**src/sv/hci_pkg.sv**
```systemverilog
`default_nettype none
package hci_pkg;

  localparam int MAX_POINTS = 8;
  localparam int MIN_POINTS = 2;

  localparam int TEMP_W     = 10;
  localparam int SP_W       = 10;
  localparam int CNT_W      = 4;
  localparam int IDX_W      = 3;
  localparam int CFG_IDX_W  = 2;
  localparam int CFG_DATA_W = 10;
  localparam int PT_W       = TEMP_W + 2 * SP_W;
  localparam int PT_AW      = (MAX_POINTS > 1) ? $clog2(MAX_POINTS) : 1;
  localparam int N_W        = $clog2(MAX_POINTS + 1);
  localparam int PROD_W     = 2 * SP_W;
  localparam int DIV_CW     = $clog2(PROD_W);

  localparam logic [SP_W-1:0] RST_DEFAULT_FLOW   = SP_W'(450);
  localparam logic [SP_W-1:0] RST_DEFAULT_RETURN = SP_W'(350);

  typedef enum logic {
    FUNC_WRITE = 1'b0,
    FUNC_QUERY = 1'b1
  } func_t;

  typedef enum logic [CFG_IDX_W-1:0] {
    CFG_POINT_COUNT    = 2'd0,
    CFG_DEFAULT_FLOW   = 2'd1,
    CFG_DEFAULT_RETURN = 2'd2
  } cfg_idx_t;

  typedef enum logic [2:0] {
    ST_IDLE,
    ST_RD_LO,
    ST_CHK_LO,
    ST_CHK_HI,
    ST_WALK,
    ST_MUL,
    ST_DIV,
    ST_RESULT
  } state_t;

  typedef struct packed {
    logic signed [TEMP_W-1:0] temp;
    logic [SP_W-1:0]          flow;
    logic [SP_W-1:0]          ret;
  } point_t;

  typedef struct packed {
    logic              start;
    logic [PROD_W-1:0] num_f;
    logic [PROD_W-1:0] num_r;
    logic [SP_W-1:0]   den;
  } div_req_t;

  typedef struct packed {
    logic            done;
    logic [SP_W-1:0] q_f;
    logic [SP_W-1:0] q_r;
  } div_rsp_t;

endpackage
`default_nettype wire

```
**src/sv/heating_curve_interpolator.sv**
```systemverilog
// Results: the default result when the table holds fewer than MIN_POINTS points, a
// clamped result outside the table's range, else an interpolated result, found by the
// point walk over the table RAM (one entry per cycle) and the 20-step serial divider.
// One query in flight, the next taken in the cycle after its result loads;
// point writes are taken back to back and give no result.
// Reset (rst_n low, synchronous): point_count 0, defaults 450/350, no result.
`default_nettype none
module heating_curve_interpolator (
  input  wire logic                                clk,
  input  wire logic                                rst_n,
  input  wire logic                                in_valid,
  output logic                                     in_stall,
  input  wire logic                                in_func,
  input  wire logic [hci_pkg::IDX_W-1:0]           in_point_index,
  input  wire logic signed [hci_pkg::TEMP_W-1:0]   in_outside_temp,
  input  wire logic [hci_pkg::SP_W-1:0]            in_flow_setpoint,
  input  wire logic [hci_pkg::SP_W-1:0]            in_return_setpoint,
  output logic                                     out_valid,
  input  wire logic                                out_stall,
  output logic [hci_pkg::SP_W-1:0]                 out_flow_out,
  output logic [hci_pkg::SP_W-1:0]                 out_return_out,
  output logic                                     out_used_default,
  input  wire logic                                cfg_valid,
  output logic                                     cfg_ready,
  input  wire logic [hci_pkg::CFG_IDX_W-1:0]       cfg_index,
  input  wire logic [hci_pkg::CFG_DATA_W-1:0]      cfg_data
);
  import hci_pkg::*;

  logic [CNT_W-1:0] point_count_r;
  logic [SP_W-1:0]  default_flow_r, default_return_r;
  logic             ram_we, ram_re;
  logic [PT_AW-1:0] ram_waddr, ram_raddr;
  point_t           ram_wdata, ram_rdata;
  logic [PT_W-1:0]  ram_rdata_raw;
  div_req_t         div_req;
  div_rsp_t         div_rsp;

  assign cfg_ready = 1'b1;
  assign ram_rdata = point_t'(ram_rdata_raw);

  always_ff @(posedge clk) begin
    if (!rst_n) begin
      point_count_r    <= '0;
      default_flow_r   <= RST_DEFAULT_FLOW;
      default_return_r <= RST_DEFAULT_RETURN;
    end else if (cfg_valid && cfg_ready) begin
      unique case (cfg_idx_t'(cfg_index))
        CFG_POINT_COUNT:    point_count_r    <= cfg_data[CNT_W-1:0];
        CFG_DEFAULT_FLOW:   default_flow_r   <= cfg_data[SP_W-1:0];
        CFG_DEFAULT_RETURN: default_return_r <= cfg_data[SP_W-1:0];
        default: begin
        end
      endcase
    end
  end

  hci_ram #(
    .WIDTH(PT_W),
    .DEPTH(MAX_POINTS)
  ) u_ram (
    .clk   (clk),
    .we    (ram_we),
    .waddr (ram_waddr),
    .wdata (PT_W'(ram_wdata)),
    .re    (ram_re),
    .raddr (ram_raddr),
    .rdata (ram_rdata_raw)
  );

  hci_div u_div (
    .clk   (clk),
    .rst_n (rst_n),
    .req   (div_req),
    .rsp   (div_rsp)
  );

  hci_ctrl u_ctrl (
    .clk                (clk),
    .rst_n              (rst_n),
    .in_valid           (in_valid),
    .in_stall           (in_stall),
    .in_func            (in_func),
    .in_point_index     (in_point_index),
    .in_outside_temp    (in_outside_temp),
    .in_flow_setpoint   (in_flow_setpoint),
    .in_return_setpoint (in_return_setpoint),
    .point_count        (point_count_r),
    .default_flow       (default_flow_r),
    .default_return     (default_return_r),
    .ram_we             (ram_we),
    .ram_waddr          (ram_waddr),
    .ram_wdata          (ram_wdata),
    .ram_re             (ram_re),
    .ram_raddr          (ram_raddr),
    .ram_rdata          (ram_rdata),
    .div_req            (div_req),
    .div_rsp            (div_rsp),
    .out_valid          (out_valid),
    .out_stall          (out_stall),
    .out_flow_out       (out_flow_out),
    .out_return_out     (out_return_out),
    .out_used_default   (out_used_default)
  );

endmodule
`default_nettype wire

```
**src/sv/hci_ram.sv**
```systemverilog
`default_nettype none
module hci_ram #(
  parameter int WIDTH = 8,
  parameter int DEPTH = 8
) (
  input  wire logic                             clk,
  input  wire logic                             we,
  input  wire logic [$clog2(DEPTH)-1:0]         waddr,
  input  wire logic [WIDTH-1:0]                 wdata,
  input  wire logic                             re,
  input  wire logic [$clog2(DEPTH)-1:0]         raddr,
  output logic      [WIDTH-1:0]                 rdata
);

  logic [WIDTH-1:0] mem [DEPTH];

  always_ff @(posedge clk) begin
    if (we) begin
      mem[waddr] <= wdata;
    end
    if (re) begin
      rdata <= mem[raddr];
    end
  end

endmodule
`default_nettype wire

```
**src/sv/hci_div.sv**
```systemverilog
`default_nettype none
module hci_div (
  input  wire logic              clk,
  input  wire logic              rst_n,
  input  wire hci_pkg::div_req_t req,
  output hci_pkg::div_rsp_t      rsp
);
  import hci_pkg::*;

  logic              busy_r, busy_nxt;
  logic              done_r, done_nxt;
  logic [DIV_CW-1:0] cnt_r, cnt_nxt;
  logic [PROD_W-1:0] qf_r, qf_nxt, qr_r, qr_nxt;
  logic [SP_W:0]     remf_r, remf_nxt, remr_r, remr_nxt;
  logic [SP_W-1:0]   den_r, den_nxt;
  logic [SP_W:0]     shf, shr;

  always_comb begin
    busy_nxt = busy_r;
    done_nxt = 1'b0;
    cnt_nxt  = cnt_r;
    qf_nxt   = qf_r;
    qr_nxt   = qr_r;
    remf_nxt = remf_r;
    remr_nxt = remr_r;
    den_nxt  = den_r;
    shf      = {remf_r[SP_W-1:0], qf_r[PROD_W-1]};
    shr      = {remr_r[SP_W-1:0], qr_r[PROD_W-1]};
    if (req.start) begin
      busy_nxt = 1'b1;
      cnt_nxt  = '0;
      qf_nxt   = req.num_f;
      qr_nxt   = req.num_r;
      remf_nxt = '0;
      remr_nxt = '0;
      den_nxt  = req.den;
    end else if (busy_r) begin
      qf_nxt = {qf_r[PROD_W-2:0], 1'b0};
      qr_nxt = {qr_r[PROD_W-2:0], 1'b0};
      if (shf >= {1'b0, den_r}) begin
        remf_nxt  = shf - {1'b0, den_r};
        qf_nxt[0] = 1'b1;
      end else begin
        remf_nxt = shf;
      end
      if (shr >= {1'b0, den_r}) begin
        remr_nxt  = shr - {1'b0, den_r};
        qr_nxt[0] = 1'b1;
      end else begin
        remr_nxt = shr;
      end
      cnt_nxt = cnt_r + 1'b1;
      if (cnt_r == DIV_CW'(PROD_W - 1)) begin
        busy_nxt = 1'b0;
        done_nxt = 1'b1;
      end
    end
  end

  always_ff @(posedge clk) begin
    if (!rst_n) begin
      busy_r <= 1'b0;
      done_r <= 1'b0;
    end else begin
      busy_r <= busy_nxt;
      done_r <= done_nxt;
    end
    cnt_r  <= cnt_nxt;
    qf_r   <= qf_nxt;
    qr_r   <= qr_nxt;
    remf_r <= remf_nxt;
    remr_r <= remr_nxt;
    den_r  <= den_nxt;
  end

  assign rsp.done = done_r;
  assign rsp.q_f  = qf_r[SP_W-1:0];
  assign rsp.q_r  = qr_r[SP_W-1:0];

endmodule
`default_nettype wire

```
**src/sv/hci_ctrl.sv**
```systemverilog
`default_nettype none
module hci_ctrl (
  input  wire logic                                clk,
  input  wire logic                                rst_n,
  input  wire logic                                in_valid,
  output logic                                     in_stall,
  input  wire logic                                in_func,
  input  wire logic [hci_pkg::IDX_W-1:0]           in_point_index,
  input  wire logic signed [hci_pkg::TEMP_W-1:0]   in_outside_temp,
  input  wire logic [hci_pkg::SP_W-1:0]            in_flow_setpoint,
  input  wire logic [hci_pkg::SP_W-1:0]            in_return_setpoint,
  input  wire logic [hci_pkg::CNT_W-1:0]           point_count,
  input  wire logic [hci_pkg::SP_W-1:0]            default_flow,
  input  wire logic [hci_pkg::SP_W-1:0]            default_return,
  output logic                                     ram_we,
  output logic [hci_pkg::PT_AW-1:0]                ram_waddr,
  output hci_pkg::point_t                          ram_wdata,
  output logic                                     ram_re,
  output logic [hci_pkg::PT_AW-1:0]                ram_raddr,
  input  wire hci_pkg::point_t                     ram_rdata,
  output hci_pkg::div_req_t                        div_req,
  input  wire hci_pkg::div_rsp_t                   div_rsp,
  output logic                                     out_valid,
  input  wire logic                                out_stall,
  output logic [hci_pkg::SP_W-1:0]                 out_flow_out,
  output logic [hci_pkg::SP_W-1:0]                 out_return_out,
  output logic                                     out_used_default
);
  import hci_pkg::*;

  state_t                   state_r, state_nxt;
  logic signed [TEMP_W-1:0] x_r, x_nxt;
  logic [N_W-1:0]           n_r, n_nxt;
  logic [N_W-1:0]           n_cur;
  logic [PT_AW-1:0]         idx_r, idx_nxt;
  logic [PT_AW-1:0]         last;
  point_t                   prev_r, prev_nxt;
  logic [SP_W-1:0]          dx_r, dx_nxt, den_r, den_nxt;
  logic [SP_W-1:0]          magf_r, magf_nxt, magr_r, magr_nxt;
  logic                     negf_r, negf_nxt, negr_r, negr_nxt;
  logic [SP_W-1:0]          y0f_r, y0f_nxt, y0r_r, y0r_nxt;
  logic [SP_W-1:0]          resf_r, resf_nxt, resr_r, resr_nxt;
  logic                     resd_r, resd_nxt;
  logic                     ov_r, ov_nxt;
  logic [SP_W-1:0]          of_r, of_nxt, or_r, or_nxt;
  logic                     od_r, od_nxt;
  logic                     in_acc;
  logic signed [TEMP_W:0]   dx_full, den_full;
  logic signed [SP_W:0]     dyf, dyr;

  assign in_acc = in_valid && !in_stall;
  assign n_cur  = (int'(point_count) > MAX_POINTS) ? N_W'(MAX_POINTS) : N_W'(point_count);
  assign last   = PT_AW'(n_r - 1'b1);

  assign dx_full  = {x_r[TEMP_W-1], x_r} - {prev_r.temp[TEMP_W-1], prev_r.temp};
  assign den_full = {ram_rdata.temp[TEMP_W-1], ram_rdata.temp}
                    - {prev_r.temp[TEMP_W-1], prev_r.temp};
  assign dyf      = {1'b0, ram_rdata.flow} - {1'b0, prev_r.flow};
  assign dyr      = {1'b0, ram_rdata.ret} - {1'b0, prev_r.ret};

  always_ff @(posedge clk) begin
    if (!rst_n) begin
      state_r <= ST_IDLE;
      ov_r    <= 1'b0;
    end else begin
      state_r <= state_nxt;
      ov_r    <= ov_nxt;
    end
  end

  always_ff @(posedge clk) begin
    x_r    <= x_nxt;
    n_r    <= n_nxt;
    idx_r  <= idx_nxt;
    prev_r <= prev_nxt;
    dx_r   <= dx_nxt;
    den_r  <= den_nxt;
    magf_r <= magf_nxt;
    magr_r <= magr_nxt;
    negf_r <= negf_nxt;
    negr_r <= negr_nxt;
    y0f_r  <= y0f_nxt;
    y0r_r  <= y0r_nxt;
    resf_r <= resf_nxt;
    resr_r <= resr_nxt;
    resd_r <= resd_nxt;
    of_r   <= of_nxt;
    or_r   <= or_nxt;
    od_r   <= od_nxt;
  end

  always_comb begin
    state_nxt = state_r;
    x_nxt     = x_r;
    n_nxt     = n_r;
    idx_nxt   = idx_r;
    prev_nxt  = prev_r;
    dx_nxt    = dx_r;
    den_nxt   = den_r;
    magf_nxt  = magf_r;
    magr_nxt  = magr_r;
    negf_nxt  = negf_r;
    negr_nxt  = negr_r;
    y0f_nxt   = y0f_r;
    y0r_nxt   = y0r_r;
    resf_nxt  = resf_r;
    resr_nxt  = resr_r;
    resd_nxt  = resd_r;
    of_nxt    = of_r;
    or_nxt    = or_r;
    od_nxt    = od_r;
    ov_nxt    = ov_r && out_stall;

    in_stall  = (state_r != ST_IDLE);
    ram_we    = 1'b0;
    ram_waddr = PT_AW'(in_point_index);
    ram_wdata = '{temp: in_outside_temp, flow: in_flow_setpoint, ret: in_return_setpoint};
    ram_re    = 1'b0;
    ram_raddr = idx_r;
    div_req.start = 1'b0;
    div_req.num_f = magf_r * dx_r;
    div_req.num_r = magr_r * dx_r;
    div_req.den   = den_r;

    unique case (state_r)
      ST_IDLE: begin
        if (in_acc) begin
          if (func_t'(in_func) == FUNC_WRITE) begin
            ram_we = (int'(in_point_index) < MAX_POINTS);
          end else begin
            x_nxt    = in_outside_temp;
            n_nxt    = n_cur;
            resf_nxt = default_flow;
            resr_nxt = default_return;
            resd_nxt = 1'b1;
            if (int'(n_cur) < MIN_POINTS) begin
              state_nxt = ST_RESULT;
            end else begin
              state_nxt = ST_RD_LO;
            end
          end
        end
      end
      ST_RD_LO: begin
        ram_re    = 1'b1;
        ram_raddr = '0;
        state_nxt = ST_CHK_LO;
      end
      ST_CHK_LO: begin
        prev_nxt = ram_rdata;
        if (x_r <= ram_rdata.temp) begin
          resf_nxt  = ram_rdata.flow;
          resr_nxt  = ram_rdata.ret;
          resd_nxt  = 1'b0;
          state_nxt = ST_RESULT;
        end else begin
          ram_re    = 1'b1;
          ram_raddr = last;
          state_nxt = ST_CHK_HI;
        end
      end
      ST_CHK_HI: begin
        if (x_r >= ram_rdata.temp) begin
          resf_nxt  = ram_rdata.flow;
          resr_nxt  = ram_rdata.ret;
          resd_nxt  = 1'b0;
          state_nxt = ST_RESULT;
        end else begin
          ram_re    = 1'b1;
          ram_raddr = PT_AW'(1);
          idx_nxt   = PT_AW'(1);
          state_nxt = ST_WALK;
        end
      end
      ST_WALK: begin
        if (x_r >= prev_r.temp && x_r <= ram_rdata.temp) begin
          resd_nxt = 1'b0;
          if (ram_rdata.temp == prev_r.temp) begin
            resf_nxt  = prev_r.flow;
            resr_nxt  = prev_r.ret;
            state_nxt = ST_RESULT;
          end else begin
            dx_nxt    = dx_full[SP_W-1:0];
            den_nxt   = den_full[SP_W-1:0];
            negf_nxt  = dyf[SP_W];
            negr_nxt  = dyr[SP_W];
            magf_nxt  = dyf[SP_W] ? SP_W'(-dyf) : dyf[SP_W-1:0];
            magr_nxt  = dyr[SP_W] ? SP_W'(-dyr) : dyr[SP_W-1:0];
            y0f_nxt   = prev_r.flow;
            y0r_nxt   = prev_r.ret;
            state_nxt = ST_MUL;
          end
        end else if (idx_r == last) begin
          state_nxt = ST_RESULT;
        end else begin
          prev_nxt  = ram_rdata;
          idx_nxt   = idx_r + 1'b1;
          ram_re    = 1'b1;
          ram_raddr = idx_r + 1'b1;
        end
      end
      ST_MUL: begin
        div_req.start = 1'b1;
        state_nxt     = ST_DIV;
      end
      ST_DIV: begin
        if (div_rsp.done) begin
          resf_nxt  = negf_r ? (y0f_r - div_rsp.q_f) : (y0f_r + div_rsp.q_f);
          resr_nxt  = negr_r ? (y0r_r - div_rsp.q_r) : (y0r_r + div_rsp.q_r);
          state_nxt = ST_RESULT;
        end
      end
      ST_RESULT: begin
        if (!ov_r || !out_stall) begin
          ov_nxt    = 1'b1;
          of_nxt    = resf_r;
          or_nxt    = resr_r;
          od_nxt    = resd_r;
          state_nxt = ST_IDLE;
        end
      end
      default: begin
        state_nxt = ST_IDLE;
      end
    endcase
  end

  assign out_valid        = ov_r;
  assign out_flow_out     = of_r;
  assign out_return_out   = or_r;
  assign out_used_default = od_r;

endmodule
`default_nettype wire

```
**config.mk**
```make
export PLATFORM = sky130hd
export DESIGN_NAME = heating_curve_interpolator
export DESIGN_NICKNAME = d
export VERILOG_FILES = /design/src/sv/hci_pkg.sv /design/src/sv/heating_curve_interpolator.sv /design/src/sv/hci_ram.sv /design/src/sv/hci_div.sv /design/src/sv/hci_ctrl.sv
export SDC_FILE = /design/constraint.sdc
export NUM_CORES = 1
export LEC_CHECK = 0
export BUFFER_PORTS_ARGS = -buffer_cell sky130_fd_sc_hd__buf_4
export CAP_MARGIN = 5
export CELL_PAD_IN_SITES_DETAIL_PLACEMENT = 1
export CELL_PAD_IN_SITES_GLOBAL_PLACEMENT = 1
export CORE_MARGIN = 2
export CORE_UTILIZATION = 40
export DETAILED_ROUTE_END_ITERATION = 10
export PLACE_DENSITY_LB_ADDON = 0.05
export SLEW_MARGIN = 20
export SYNTH_ARGS = -nofsm -noshare
export SYNTH_HDL_FRONTEND = slang
export SYNTH_HIERARCHICAL = 1
export SYNTH_SLANG_ARGS = --single-unit
```
**constraint.sdc**
```tcl
create_clock -name clk -period 5.5 [get_ports clk]
set_input_delay 0.275 -clock clk [delete_from_list [all_inputs] [get_ports clk]]
set_output_delay 0.275 -clock clk [all_outputs]
set_load 0.02 [all_outputs]
```
======== Yosys cells after proc, flatten, opt, wreduce, memory -nomap -nowiden ========
Memory sizes are Yosys's and may differ from the RTL's. A register that Yosys moved wholly into a read port is not among the register bits.
Index checks and enable logic that the tools add are counted.
storage, ports and cells
  bits in registers ....................... 255
  memory bits (writable) .................. 240
  output and inout bits ................... 24
  word-level logic and storage cells ...... 182
  memories ................................ 1
memories
  name       words  bits a word  rd ports  clocked after memory_dff  wr ports  line           RTL
  u_ram.mem  8      30           1         1                         1         hci_ram.sv:15  logic [WIDTH-1:0] mem [DEPTH];
operators by class
  add/sub/neg operators ................... 15
  multiply operators ...................... 2
  magnitude comparators ................... 7
  equal/unequal tests ..................... 23
  muxes and demuxes ....................... 72
  bitwise gates (word level) .............. 3
  reduce and logical (&&, ||, !) cells .... 26
operators by type and width
  operator            number
  $mux 10             20
  $pmux 10 s5         2
  $mux 20             4
  $mux 30             2
  $pmux 30 s2         1
  $sub 10x10->10      6
  $mul 10x10->20      2
  $mux 3              12
  $pmux 3 s8          1
  $mux 1              23
  $ge 11x10->1        2
  $sub 10x10->11      2
  $add 10x10->10      2
  $ge 10x10->1        2
  $neg 10->10         2
  $eq 3x3->1 const B  4
  $ne 2x1->1 const B  6
  $pmux 3 s4          1
  $eq 10x10->1        1
  $le 10x10->1        1
  $reduce_and 3->1    3
  $ne 2x2->1 const B  4
  $pmux 1 s4          2
  $reduce_and 2->1    4
  other kinds (29)    39

======== Logic depth before layout (Yosys ltp) ========
Gate-level depths: netlist of the first run.
  depth in word-level cells ............... 7
  depth in mapped cells ................... 23
  gate-level depth less buffers ........... 22

======== By module ========
Netlist of the first run, hierarchy kept.
by module, submodules not included
  module                      instances  cells an instance  area an instance (µm²)
  hci_ctrl                    1          1617               15842.7
  hci_ram                     1          390                10197.3
  hci_div                     1          380                4406.7
  heating_curve_interpolator  1          103                1029.7

======== Worst setup path after synthesis of the first run ========
Ideal clock, no wire load.
  path type ............................... reg2reg
  start point ............................. register u_ctrl.dx_r[3]
  end point ............................... register u_div.qf_r[19] (data pin)
  arrival ................................. 5.428 ns
  path slack .............................. -0.188 ns
  stages on the path, launching flop included .. 24
  period minus slack after synthesis ...... 5.688 ns
  cell sequence ........................... edfxtp_1 > clkbuf_1 > nand2_1 > fa_1 > inv_1 > fa_1 > inv_1 > fa_1 > inv_1 > fa_1 > inv_1 > fa_1 > inv_1 > ha_1 > o21a_1 > o21ai_1 > nand3b_1 > a21oi_1 > a41o_1 > o41a_1 > a21o_1 > a21oi_1 > xnor2_1 > mux2_2
RTL lines
  what                    line            RTL
  from (decl)             hci_ctrl.sv:38  logic [SP_W-1:0] dx_r, dx_nxt, den_r, den_nxt;
  from (signal assigned)  hci_ctrl.sv:76  dx_r <= dx_nxt;
  to (signal assigned)    hci_div.sv:69   qf_r <= qf_nxt;
  to (decl)               hci_div.sv:13   logic [PROD_W-1:0] qf_r, qf_nxt, qr_r, qr_nxt;

==> results.txt, run 1 <==
----------------------------------------------------
[Floorplan]
  Width of the die ... around 280 um
  Overall die area ... just over 0.08 mm^2
  Initial core utilization ... between 40% and 50%
  Top Ports ... 75
  Number of placement rows ... 102
  Height of the die ... roughly 280 um
  Area of the placeable core ... around 0.078 mm^2

[Routing]
  Via total after detailed routing ... approximately 19000
  Final wirelength ... 77.33 mm
  Antenna Violating Nets Remaining ... 0
  Length of the first detailed-routing pass in iterations ... 4
  Initial detailed-routing violation count ... 805
  Via/cell ratio ... between 5 and 6
  Routed wire per std cell ... slightly above 20 um
  Remaining DRCs ... 0

[Global routing]
  Number of antenna violations at the first check in global routing ... 2
  Total routing usage reported by global routing ... 19.37%
  Global-route wire length before repair ... 122.5 mm
  Number of global-route vias before repair ... 21560
  Maximum number of pins on one net before global-route repair ... 63
  Total gr overflow ... 0

[Yosys]
  Share of Yosys cell area claimed by the top area cell type ... between 40% and 50%
  Seq/Total Area, Yosys ... a little under 50%
  Async S/R FF share, synth ... 0%
  Area leader, netlist ... sky130_fd_sc_hd__edfxtp_1
  Synth cell types ... 92
  Register bit total from synthesis ... around 530
  Most instantiated flip-flop cell in the synthesis netlist ... sky130_fd_sc_hd__edfxtp_1
  Per-instance average area after synthesis ... approximately 13 um^2
  Count of yosys warnings during synthesis ... 6
  Cells taking the most area after synthesis ... sky130_fd_sc_hd__edfxtp_1, sky130_fd_sc_hd__fa_1, sky130_fd_sc_hd__ha_1
  Number of instances in the synthesized netlist ... 2490
  Cell area after technology mapping ... ~0.031 mm^2
  Number of synthesized flops with an enable pin ... between 400 and 500
  Post-Synthesis Net Count ... around 2900

[Timing]
  Hold violation total from the final report ... 0
  Setup TNS ... 0 ps
  Final setup violating endpoints ... 0
  Final setup skew ... 34.64 ps
  Fin. max-slew vios ... 0
  Final WS setup ... around 32 ps
  Fmax achieved ... about 180 MHz
  Relative slew slack ... ~37%
  Share of the clock period used by the worst path after layout ... 99.42%
  Actual transition at the worst max-transition pin ... around 950 ps
  Unrepaired setup endpoints after global routing ... true
  Shortest period the worst path allows ... 5468 ps

[Placed design]
  Port Buffer Count ... 73
  Final GP Congestion ... about 0.8
  Dpl hpwl ... about 56 mm
  Dpl ws ... -237.5 ps

[Worst setup path]
  Element type at the critical path end ... flop
  Setup Crit Path Kind ... reg2reg
  Cell Chain, Critical Path ... nand2_2 > fa_1 > inv_2 > fa_1 > inv_1 > fa_1 > inv_2 > fa_1 > inv_2 > fa_1 > inv_2 > ha_4 > o21a_1 > o21ai_2 > nand3b_1 > a21oi_2 > a41o_1 > o41a_1 > a21o_1 > a21oi_2 > xnor2_1 > mux2_2
  Launching instance or port of the critical path ... u_ctrl/dx_r[1]
  Slowest cell on crit path ... sky130_fd_sc_hd__fa_1
  Crit Path Max Fanout ... 2
  Crit-path max cell delay ... roughly 570 ps
  CP top delay family ... adder cells
  WP buf/inv ... 5
  Type of origin of the critical path ... flop
  CP dominant cell by count ... sky130_fd_sc_hd__fa_1
  Source of the worst register-to-register timing path ... u_ctrl/dx_r[1]
  Crit path arrival time ... between 5000 and 6000 ps
  Required time of the critical path ... around 5900 ps

[Layout]
  Share of layout cells above drive strength 1 ... around 18%
  Fill cells ... 7953
  Core occupancy in the finished layout ... 46.74%
  Nets ... roughly 3000
  Area Growth Syn to Fin ... 15.40%

[CTS]
  H-tree depth reported by CTS ... 2
  Number of buffers created by CTS ... 58
  Clock slew seen by the registers of the worst setup and hold paths ... around 70 ps
  Source-to-sink clock delay at the later pin of the worst-skew pair ... 640 ps
  Root Buffer Master ... sky130_fd_sc_hd__clkbuf_16
  CTS sink count ... between 500 and 600
  CTS tree ... done
  Maximum clock path buffer count ... 3

[Flow run]
  Number of max-capacitance violations reported ... 0

[Status]
  Outcome ... completed

[Min path]
  Hold Path Class ... in2reg
  Startpoint of the tightest hold check path ... rst_n

----------------------------------------------------
-- worst register-to-register path, stage by stage, from the launching register on --
cell                       delay, ps
sky130_fd_sc_hd__edfxtp_1        380
sky130_fd_sc_hd__nand2_2          80
sky130_fd_sc_hd__fa_1            570
sky130_fd_sc_hd__inv_2            50
sky130_fd_sc_hd__fa_1            500
sky130_fd_sc_hd__inv_1            50
sky130_fd_sc_hd__fa_1            490
sky130_fd_sc_hd__inv_2            40
sky130_fd_sc_hd__fa_1            550
sky130_fd_sc_hd__inv_2            40
sky130_fd_sc_hd__fa_1            510
sky130_fd_sc_hd__inv_2            50
sky130_fd_sc_hd__ha_4            210
sky130_fd_sc_hd__o21a_1          120
sky130_fd_sc_hd__o21ai_2         130
sky130_fd_sc_hd__nand3b_1        160
sky130_fd_sc_hd__a21oi_2          80
sky130_fd_sc_hd__a41o_1          250
sky130_fd_sc_hd__o41a_1          330
sky130_fd_sc_hd__a21o_1          200
sky130_fd_sc_hd__a21oi_2         120
sky130_fd_sc_hd__xnor2_1          60
sky130_fd_sc_hd__mux2_2          260
-- routing by layer --
metal	GRT usage, %	vias up	part of all wire (%)
met5	0	-	0
met4	4.737	0	2.1
met2	34.56	224	51
met1	24.87	9937	44
li1	-	9179	-
met3	2.480	100	2.8
-- kinds of logic (layout without fill, tap and decap cells) --
group           count (synthesis)  after routing  share of synthesized area, %
simple gates                  626            626                         10.09
xor+xnor                      121            121                         3.367
mux                           171            171                         8.860
flops                         525            525                         48.34
buf+inv                       384            585                         5.633
fa+ha+maj                     336            336                         16.50
compound gates                326            326                         7.199
other cells                     1              2                       0.01191
-- path summary, 6_finish.rpt --
check                   endpoint  slack (ps)  cells after the start
hold / removal      u_div/busy_r         100                      3
setup / recovery  u_div/qf_r[19]          30                     22
hold reg to reg   u_div/den_r[2]         420                      0
setup reg to reg  u_div/qf_r[19]          30                     22
-- area by class of cell --
type	count	area [um^2]	share of cell area [%]
multi-input combinational	1581	14900	41.03
tap	1040	1301	3.582
inverter	230	863.3	2.377
clock buffer	70	1536	4.230
sequential	525	15210	41.89
antenna	1	2.502	0.006889
timing repair buffer	246	2038	5.611
clock inverter	39	465.4	1.281
-- registers in the layout, summed over array words and instances, names as in the netlist, 5 cells and up --
name / flops
u_ctrl/x_r: 10
u_div/qf_r: 20
u_ctrl/out_return_out: 10
u_div/qr_r: 20
u_div/remf_r: 10
default_flow_r: 10
u_ctrl/magr_r: 10
u_ctrl/den_r: 10
u_ctrl/prev_r: 30
u_ctrl/magf_r: 10
u_ctrl/y0r_r: 10
u_div/remr_r: 10
u_ram/mem: 240
u_div/cnt_r: 5
u_ctrl/out_flow_out: 10
default_return_r: 10
u_ctrl/resr_r: 10
u_ram/rdata: 30
u_div/den_r: 10
u_ctrl/y0f_r: 10
u_ctrl/dx_r: 10
u_ctrl/resf_r: 10
-- layout by cell type (no fill, tap or decap), drive strengths merged, types with 28 or more instances in the layout --
master,count
mux4,60
mux2i,36
a21oi,86
nor2b,41
mux2,75
nand2,186
dfxtp,55
o21ai,62
buf,201
dlygate4sd3,45
clkinv,28
nor3,33
xnor2,94
nor2,117
inv,231
ha,204
clkbuf,70
edfxtp,470
fa,132
and2,131
-- synthesized netlist by cell type (all sizes together) (4+ instances only) --
master	number
ha	204
o21a	18
nor3	33
nand3	22
dfxtp	55
a21o	25
o31ai	5
o21ai	62
nor4	12
nor3b	9
o22ai	6
clkbuf	74
or3	11
a311oi	5
buf	80
nand3b	4
and3	4
nor2b	41
nand4	13
nor2	117
nand4b	5
o32ai	8
o41ai	4
or4	4
o211ai	18
mux4	60
o21bai	7
a2111oi	6
a31o	4
nand2b	23
inv	230
mux2	75
a21oi	86
xor2	27
a211oi	27
edfxtp	470
fa	132
nand2	186
a31oi	10
xnor2	94
a21boi	10
and2	131
mux2i	36
-- repair_timing --
item                       in CTS  in global routing
buffers inserted               10                  7
pin swaps                      59                 36
gates resized for setup        45                 35
hold buffers                   45                  0
setup endpoints to repair       7                  8
hold endpoints to repair      275                  0
-- per-stage QoR --
| stage | cells | hold WS (ps) | area [um^2] |
|---|---|---|---|
| 4_1_cts | 3724 | 65.06 | 36100 |
| 6_report | 3732 | 101.9 | 36320 |
| 3_5_place_dp | 3560 | 406.2 | 33380 |
| 2_1_floorplan | 2490 | 373.9 | 31520 |
| 3_3_place_gp | 3560 | 400.7 | 33380 |
| 5_1_grt | 3732 | 119.9 | 36320 |
Power of run 1 is left out: the tool's default activity adds up to more than one toggle a clock period on the data nets, which glitch-free logic cannot reach.
==> inputs of run 2 (changes only) <==
--- a/config.mk
+++ b/config.mk
@@ -10,9 +10,10 @@
 export CELL_PAD_IN_SITES_DETAIL_PLACEMENT = 1
 export CELL_PAD_IN_SITES_GLOBAL_PLACEMENT = 1
 export CORE_MARGIN = 2
-export CORE_UTILIZATION = 40
+export CORE_UTILIZATION = 48
 export DETAILED_ROUTE_END_ITERATION = 10
 export PLACE_DENSITY_LB_ADDON = 0.05
+export SKIP_LAST_GASP = 1
 export SLEW_MARGIN = 20
 export SYNTH_ARGS = -nofsm -noshare
 export SYNTH_HDL_FRONTEND = slang
==> run 2 against run 1 <==
  * The flow now finishes with violations (setup timing)
  * Non-clock buffer count down 13
  * First-iteration DRC count up 19%
  * Register-to-register slack worse by 60 ps
  * Design area down 0.99%
  * Cell count down 5.4%
  * Critical path depth down 1
  * Routed wire length down 2.2%
==> results.txt, run 2 (synthesized netlist as in run 1, its figures left out) <==
----------------------------------------------------
[Placed design]
  Port Buffer Count ... 73
  Dpl hpwl ... between 50 and 60 mm
  Final GP Congestion ... 0.8771

[Routing]
  Via total after detailed routing ... ~19000
  Via/cell ratio ... approximately 5.5
  Antenna Violating Nets Remaining ... 0
  Final wirelength ... ~76 mm
  Routed wire per std cell ... ~21 um
  Length of the first detailed-routing pass in iterations ... 4
  Initial detailed-routing violation count ... 956
  Remaining DRCs ... 0

[Timing]
  Share of the clock period used by the worst path after layout ... 100.4%
  Actual transition at the worst max-transition pin ... between 1000 and 1500 ps
  Fmax achieved ... between 150 and 200 MHz
  Hold violation total from the final report ... 0
  Shortest period the worst path allows ... 5524 ps
  Relative slew slack ... between 30 and 40%
  Final WS setup ... -24.49 ps
  Setup TNS ... -24.49 ps
  Unrepaired setup endpoints after global routing ... true
  Fin. max-slew vios ... 0
  Final setup violating endpoints ... 1
  Final setup skew ... approximately 24 ps

[Layout]
  Top Registers ... u_ram/mem x240, u_ctrl/prev_r x30, u_ram/rdata x30
  Nets ... about 3000
  Most common cell after layout, fill and taps aside ... sky130_fd_sc_hd__edfxtp_1
  Share of layout cells above drive strength 1 ... between 10% and 20%
  Diodes inserted ... 0
  Leading cell types in the layout, fill and taps excluded ... sky130_fd_sc_hd__edfxtp_1, sky130_fd_sc_hd__inv_1, sky130_fd_sc_hd__ha_1
  Fill cells ... 6476
  Number of flip-flops under the largest register name ... 240
  Area Growth Syn to Fin ... 14.25%
  Register with the highest flop count ... u_ram/mem

[Global routing]
  Global-route wire length before repair ... roughly 120 mm
  Number of antenna violations at the first check in global routing ... 0
  Number of global-route vias before repair ... 21380
  Total routing usage reported by global routing ... a little under a quarter
  Maximum number of pins on one net before global-route repair ... 63
  Total gr overflow ... 0

[CTS]
  Clock slew seen by the registers of the worst setup and hold paths ... 70 ps
  CTS tree ... done
  Number of buffers created by CTS ... 57
  Source-to-sink clock delay at the later pin of the worst-skew pair ... around 620 ps
  CTS sink count ... 525
  Root Buffer Master ... sky130_fd_sc_hd__clkbuf_16
  H-tree depth reported by CTS ... 2
  Maximum clock path buffer count ... 3

[Worst setup path]
  Crit Path Max Fanout ... 6
  Crit path arrival time ... ~5900 ps
  Worst r2r dst ... u_div/qf_r[19]
  Setup Crit Path Kind ... reg2reg
  Required time of the critical path ... 5880 ps
  Worst reg-to-reg path cell count ... 21
  Type of origin of the critical path ... flop
  Source of the worst register-to-register timing path ... u_ctrl/magf_r[3]
  Element type at the critical path end ... flop
  Slack of the worst reg-to-reg path ... -20 ps

[Floorplan]
  Height of the die ... 260.1 um
  Overall die area ... roughly 0.068 mm^2
  Width of the die ... 260.1 um
  Number of placement rows ... 93
  Top Ports ... 75
  Initial core utilization ... between 40% and 50%
  Area of the placeable core ... between 0.06 and 0.07 mm^2

[Min path]
  Hold-critical path depth ... 3
  Hold Path Class ... in2reg
  Endpoint of the worst hold-timing path ... point_count_r[3]
  Startpoint of the tightest hold check path ... cfg_index[0]

[Flow run]
  Number of max-capacitance violations reported ... 0

[Status]
  Failing checks ... setup timing
  Outcome ... finished, violations left

----------------------------------------------------
[run 2: worst max-delay path, stage by stage (launching register included)]
cell and delay [ps]:
sky130_fd_sc_hd__edfxtp_1 500, sky130_fd_sc_hd__and2_4 210, sky130_fd_sc_hd__fa_2 350, sky130_fd_sc_hd__fa_1 550, sky130_fd_sc_hd__inv_2 40, sky130_fd_sc_hd__fa_1 520
sky130_fd_sc_hd__inv_2 40, sky130_fd_sc_hd__fa_1 520, sky130_fd_sc_hd__inv_2 50, sky130_fd_sc_hd__fa_1 520, sky130_fd_sc_hd__inv_2 50, sky130_fd_sc_hd__ha_4 210
sky130_fd_sc_hd__o21a_1 130, sky130_fd_sc_hd__o21ai_2 130, sky130_fd_sc_hd__nand3b_1 160, sky130_fd_sc_hd__a21oi_2 80, sky130_fd_sc_hd__a41o_1 230, sky130_fd_sc_hd__o41a_1 330
sky130_fd_sc_hd__a21o_1 200, sky130_fd_sc_hd__a21oi_2 130, sky130_fd_sc_hd__xnor2_1 80, sky130_fd_sc_hd__mux2_4 260
[run 2: routing by layer]
layer  share of wire [%]  vias to the layer above  global-route usage, %
li1                    -                     9149                      -
met1                  43                     9925                  28.25
met2                  51                      253                  40.90
met3                 2.8                      110                  2.778
met4                 2.4                        0                  6.556
met5                   0                        -                      0
[run 2: area by class of cell]
type	instances	area (um^2)	share of cell area [%]
Sequential cell	525	15210	42.31
Multi-Input combinational cell	1581	14860	41.32
Timing Repair Buffer	233	1936	5.382
Clock buffer	64	1453	4.039
Tap cell	855	1070	2.975
Inverter	230	863.3	2.401
Clock inverter	43	566.8	1.576
[run 2: repair_timing]
action                     in CTS  in global routing
hold buffers                   43                  0
pin swaps                      48                 14
buffers inserted               14                  3
hold endpoints to repair      274                  0
gates resized for setup        37                 24
setup endpoints to repair       7                  8
[run 2: per-stage QoR]
step	hold WS (ps)	cell area (um^2)	std cells	worst slack, ps	util (%)
3_3_place_gp	402.7	33110	3365	-151.1	51.18
2_1_floorplan	373.9	31520	2490	18.44	-
5_1_grt	41.16	35960	3531	-250.2	55.59
4_1_cts	15.90	35840	3528	-43.69	55.40
3_5_place_dp	406.2	33110	3365	-275.5	51.18
6_report	50.02	35960	3531	-24.49	55.59
[run 2: worst max-delay path by stage]
stage | endpoint | depth (start not counted) | start | slack [ps]
finish | u_div/qf_r[19] | 21 | u_ctrl/magf_r[3] | -20
global route | u_div/qr_r[18] | 23 | u_ctrl/dx_r[4] | -250
CTS | u_div/qf_r[19] | 22 | u_ctrl/dx_r[3] | -40
detailed placement | u_div/qf_r[18] | 21 | u_ctrl/magf_r[3] | -280
global placement | u_div/qf_r[19] | 21 | u_ctrl/magf_r[3] | -150
floorplan | u_div/qf_r[19] | 20 | u_ctrl/dx_r[8] | 20
Power of run 2 is left out for the same reason.
